[src/stw_pkg.sv]
// ----------------------------------------------------------------------------
// stw_pkg: shared types and constants of the SIMD twister generator
// Pool geometry, register reset values, register indexes and FSM states.
// ----------------------------------------------------------------------------
package stw_pkg;

  localparam int STATE_ENTRIES = 156;
  localparam int LANES         = 4;
  localparam int POOL_WORDS    = STATE_ENTRIES * LANES;
  localparam int ENTRY_AW      = $clog2(STATE_ENTRIES);
  localparam int WORD_AW       = $clog2(POOL_WORDS + 1);

  localparam logic [31:0] INIT_MULT = 32'd1812433253;

  localparam logic [ENTRY_AW-1:0] LAST_ENTRY = ENTRY_AW'(STATE_ENTRIES - 1);
  localparam logic [WORD_AW-1:0]  LAST_WORD  = WORD_AW'(POOL_WORDS - 1);
  localparam logic [WORD_AW-1:0]  WORDS_END  = WORD_AW'(POOL_WORDS);

  // register reset values
  localparam logic [7:0]  LAG_RESET   = 8'd65;
  localparam logic [4:0]  LSH_RESET   = 5'd3;
  localparam logic [4:0]  RSH_RESET   = 5'd29;
  localparam logic [31:0] MASK0_RESET = 32'hffeffafd;
  localparam logic [31:0] MASK1_RESET = 32'hdfedf8ff;
  localparam logic [31:0] MASK2_RESET = 32'hff6ff37d;
  localparam logic [31:0] MASK3_RESET = 32'hdf5d0fbb;

  // register indexes
  localparam logic [2:0] REG_LAG   = 3'd0;
  localparam logic [2:0] REG_LSH   = 3'd1;
  localparam logic [2:0] REG_RSH   = 3'd2;
  localparam logic [2:0] REG_MASK0 = 3'd3;
  localparam logic [2:0] REG_MASK1 = 3'd4;
  localparam logic [2:0] REG_MASK2 = 3'd5;
  localparam logic [2:0] REG_MASK3 = 3'd6;

  // input commands
  localparam logic CMD_NEXT = 1'b0;
  localparam logic CMD_SEED = 1'b1;

  typedef logic [LANES-1:0][31:0] entry_t;

  typedef struct packed {
    logic [7:0]             lag_distance;
    logic [4:0]             left_shift;
    logic [4:0]             right_shift;
    logic [LANES-1:0][31:0] mask;
  } cfg_t;

  typedef enum logic [2:0] {
    ST_IDLE,
    ST_SEED,
    ST_REF_START,
    ST_REF_PREV,
    ST_REF_RD,
    ST_REF_WR,
    ST_NEXT_RD,
    ST_NEXT_OUT
  } state_t;

endpackage

[src/stw_mix.sv]
// ----------------------------------------------------------------------------
// stw_mix: one refill step
// New entry from the old entry, the lag entry and the previous new entry.
// ----------------------------------------------------------------------------
module stw_mix (
  input  stw_pkg::cfg_t   cfg,
  input  stw_pkg::entry_t old_entry,
  input  stw_pkg::entry_t lag_entry,
  input  stw_pkg::entry_t prev_entry,
  output stw_pkg::entry_t fresh
);

  always_comb begin
    for (int k = 0; k < stw_pkg::LANES; k++) begin
      // lane k takes old lane k+1, wrapping
      fresh[k] = old_entry[(k + 1) % stw_pkg::LANES]
               ^ (lag_entry[k] << cfg.left_shift)
               ^ (prev_entry[k] & cfg.mask[k])
               ^ (prev_entry[k] >> cfg.right_shift);
    end
  end

endmodule

[config.mk]
export PLATFORM = sky130hd
export DESIGN_NAME = stw_mix
export DESIGN_NICKNAME = d
export VERILOG_FILES = /design/src/stw_pkg.sv /design/src/stw_mix.sv
export SDC_FILE = /design/constraint.sdc
export NUM_CORES = 1
export LEC_CHECK = 0
export BUFFER_PORTS_ARGS = -buffer_cell sky130_fd_sc_hd__buf_4
export CAP_MARGIN = 30
export CORE_AREA = 2 2 258 260
export DETAILED_ROUTE_END_ITERATION = 16
export DIE_AREA = 0 0 260 262
export GPL_TIMING_DRIVEN = 0
export PLACE_DENSITY_LB_ADDON = 0.08
export SYNTH_ARGS = -nofsm -noshare
export SYNTH_HDL_FRONTEND = slang
export SYNTH_SLANG_ARGS = --single-unit
[constraint.sdc]
create_clock -name vclk -period 3.9
set_input_delay 0.585 -clock vclk [all_inputs]
set_output_delay 0.585 -clock vclk [all_outputs]
set_load 0.01 [all_outputs]
==> results.ini <==
[outcome]
status=finished with violations
violations=setup timing

[logic_synthesis]
yosys.area_share.simple=0.149
synth_top_area_frac=0.246
syn_nets=2738
synth_area_per_cell_um2=8.13
ys_top_cells_by_area=mux4_2 25%, xnor2_1 15%, mux2i_1 15%, nand2_1 7.7%, mux2_2 4.8%
muxShareOfSynthArea=0.449
synth_adder_area_share=0
synth.distinct_cells=63
yosys.area.top_type=mux4_2
netlist_area_um2=18000
synth-xor-area-share=0.186
synth-compound-area-share=0.154
synthCells=2208
seq_area_frac_synth=0
yosysWarnings=0
synth_top_family_by_area=multiplexers

[layout]
drive_gt1_frac=0.411
final_cell_mix=688 x buf_4, 365 x nand2_1, 295 x xnor2_1
area_growth_pct=37.0
regArea_um2=0
layoutNonFillerInstCount=3725
multi_input_area_um2=17300
final_common_cell=buf_4
fill_cells=6924
final_nets=3392
seq_cell_count=0
nClkBuffers=0

[timing]
rsz0062_at_grt=true
slew_headroom=0.244
drv_slew=0
tns_ns=-0.583
fin_ws_ns=-0.129
period_needed_ns=4.03
fmax_mhz=248
worst_pin_slew_ns=1.13
hold_viol=0
setup_viol=13
post-route-period-util=1.03

[worst_setup_path]
worst_path_largest_cell_delay_ns=0.87
cp_slowest_cell=a222oi_1
crit_path_start=cfg[131]
cp_max_fo=10
crit_path_start_kind=primary input
worstSetupEndpointType=primary output
crit_path_cell_trace=buf_6 -> buf_6 -> buf_2 -> buf_4 -> buf_2 -> nor2_2 -> a222oi_1 -> xnor2_1 -> buf_4
path_class=in -> out
cp.required_ns=3.31
critPathCapture=fresh[69]
critical_path_arrival_ns=3.44

[die]
rows=94
die_h_um=262
core_um2=65300
ios=658
die_w_um=260
initial_core_util=0.275
die_area_um2=68100

[global_route]
grtUsageTotal=0.425
antenna_found_initial=1
grt_max_degree=11
grt_pass1_wl_um=199000
grt_pass1_vias=23000
overflow=0

[place]
dp_hpwl_um=127000
placedCellCount=3721
port_buffers=638
place_congestion=1.06
pre_cts_ws_ns=-0.688

[flow_run]
drv_cap=0

[route]
route.detailed.drc=0
wirelength_um=152000
postRouteAntennaNets=0
firstDrtPassIters=7
vias=23800
wire_per_inst_um=40.7
viasPerCell=6.38
drt_iter0_markers=3240

[min_path]
hold_path.class=in -> out

[clock_network]
hold_buffers=0

## Yosys cell counts (all sizes together) (5+ instances only)
cell type  instances
or2                5
xnor2            316
a22oi             14
inv                8
o22ai             33
nor2b              7
mux2              77
buf              133
xor2              65
o221ai            16
a21oi            121
or3                7
mux4             199
o32ai             10
mux2i            270
a21o               9
a211oi            19
o21a               6
clkbuf            65
and3              20
nand3             17
and2              17
a31oi             21
nand2            368
o211ai            12
o21ai            109
a222oi             6
a221oi            21
nor2             158
o2bb2ai            5
o22a               6
nor3              19
nand2b            11
## critical path, delay by kind of cell
kind / cells / cell delay, ns
XOR/XNOR: 1 / 0.29
AO/OA/AOI/OAI: 1 / 0.87
buffers and inverters: 6 / 1.47
AND/OR/NAND/NOR: 1 / 0.22
## cells by family (layout without fill, tap and decap cells)
group           after synthesis  count (layout)
buf+inv                     208             860
compound gates              433             433
xor+xnor                    381             381
mux                         546             546
other cells                   0               1
simple gates                640             640
## metrics by stage
step | hold slack (ns) | cell area [µm²] | utilization
4_1_cts | 1.58 | 24400 | 0.373
2_1_floorplan | 1.38 | 18000 | -
3_5_place_dp | 1.58 | 24000 | 0.367
3_3_place_gp | 1.57 | 23800 | 0.365
6_report | 1.58 | 24600 | 0.377
5_1_grt | 1.59 | 24600 | 0.377
## worst min path at each step
| stage | startpoint | to | slack [ns] | cells past startpoint |
|---|---|---|---|---|
| 3_3_place_gp | old_entry[62] | fresh[30] | 1.57 | 4 |
| 3_5_place_dp | old_entry[126] | fresh[94] | 1.58 | 4 |
| 6_report | old_entry[126] | fresh[94] | 1.58 | 4 |
| 2_1_floorplan | old_entry[126] | fresh[94] | 1.38 | 2 |
| 4_1_cts | old_entry[126] | fresh[94] | 1.58 | 4 |
| 5_1_grt | old_entry[126] | fresh[94] | 1.59 | 4 |
## what timing repair did
item	CTS	global route
endpoints found under the hold margin	0	0
setup buffers	2	0
gates resized for setup	127	66
pin swaps	7	4
endpoints found under the setup margin	112	67
## metal layers
layer	vias to the layer above	GRT usage	part of all wire
li1	9519	-	-
met1	11900	0.548	0.39
met5	-	0	0.000086
met3	320	0.0873	0.11
met4	2	0.202	0.061
met2	1996	0.680	0.45
## cell type report
type / instances / share of cell area
Timing Repair Buffer: 652 / 0.201
Inverter: 10 / 0.00183
Antenna cell: 1 / 0.000102
Tap cell: 864 / 0.0439
Multi-Input combinational cell: 2000 / 0.702
Buffer: 198 / 0.0514
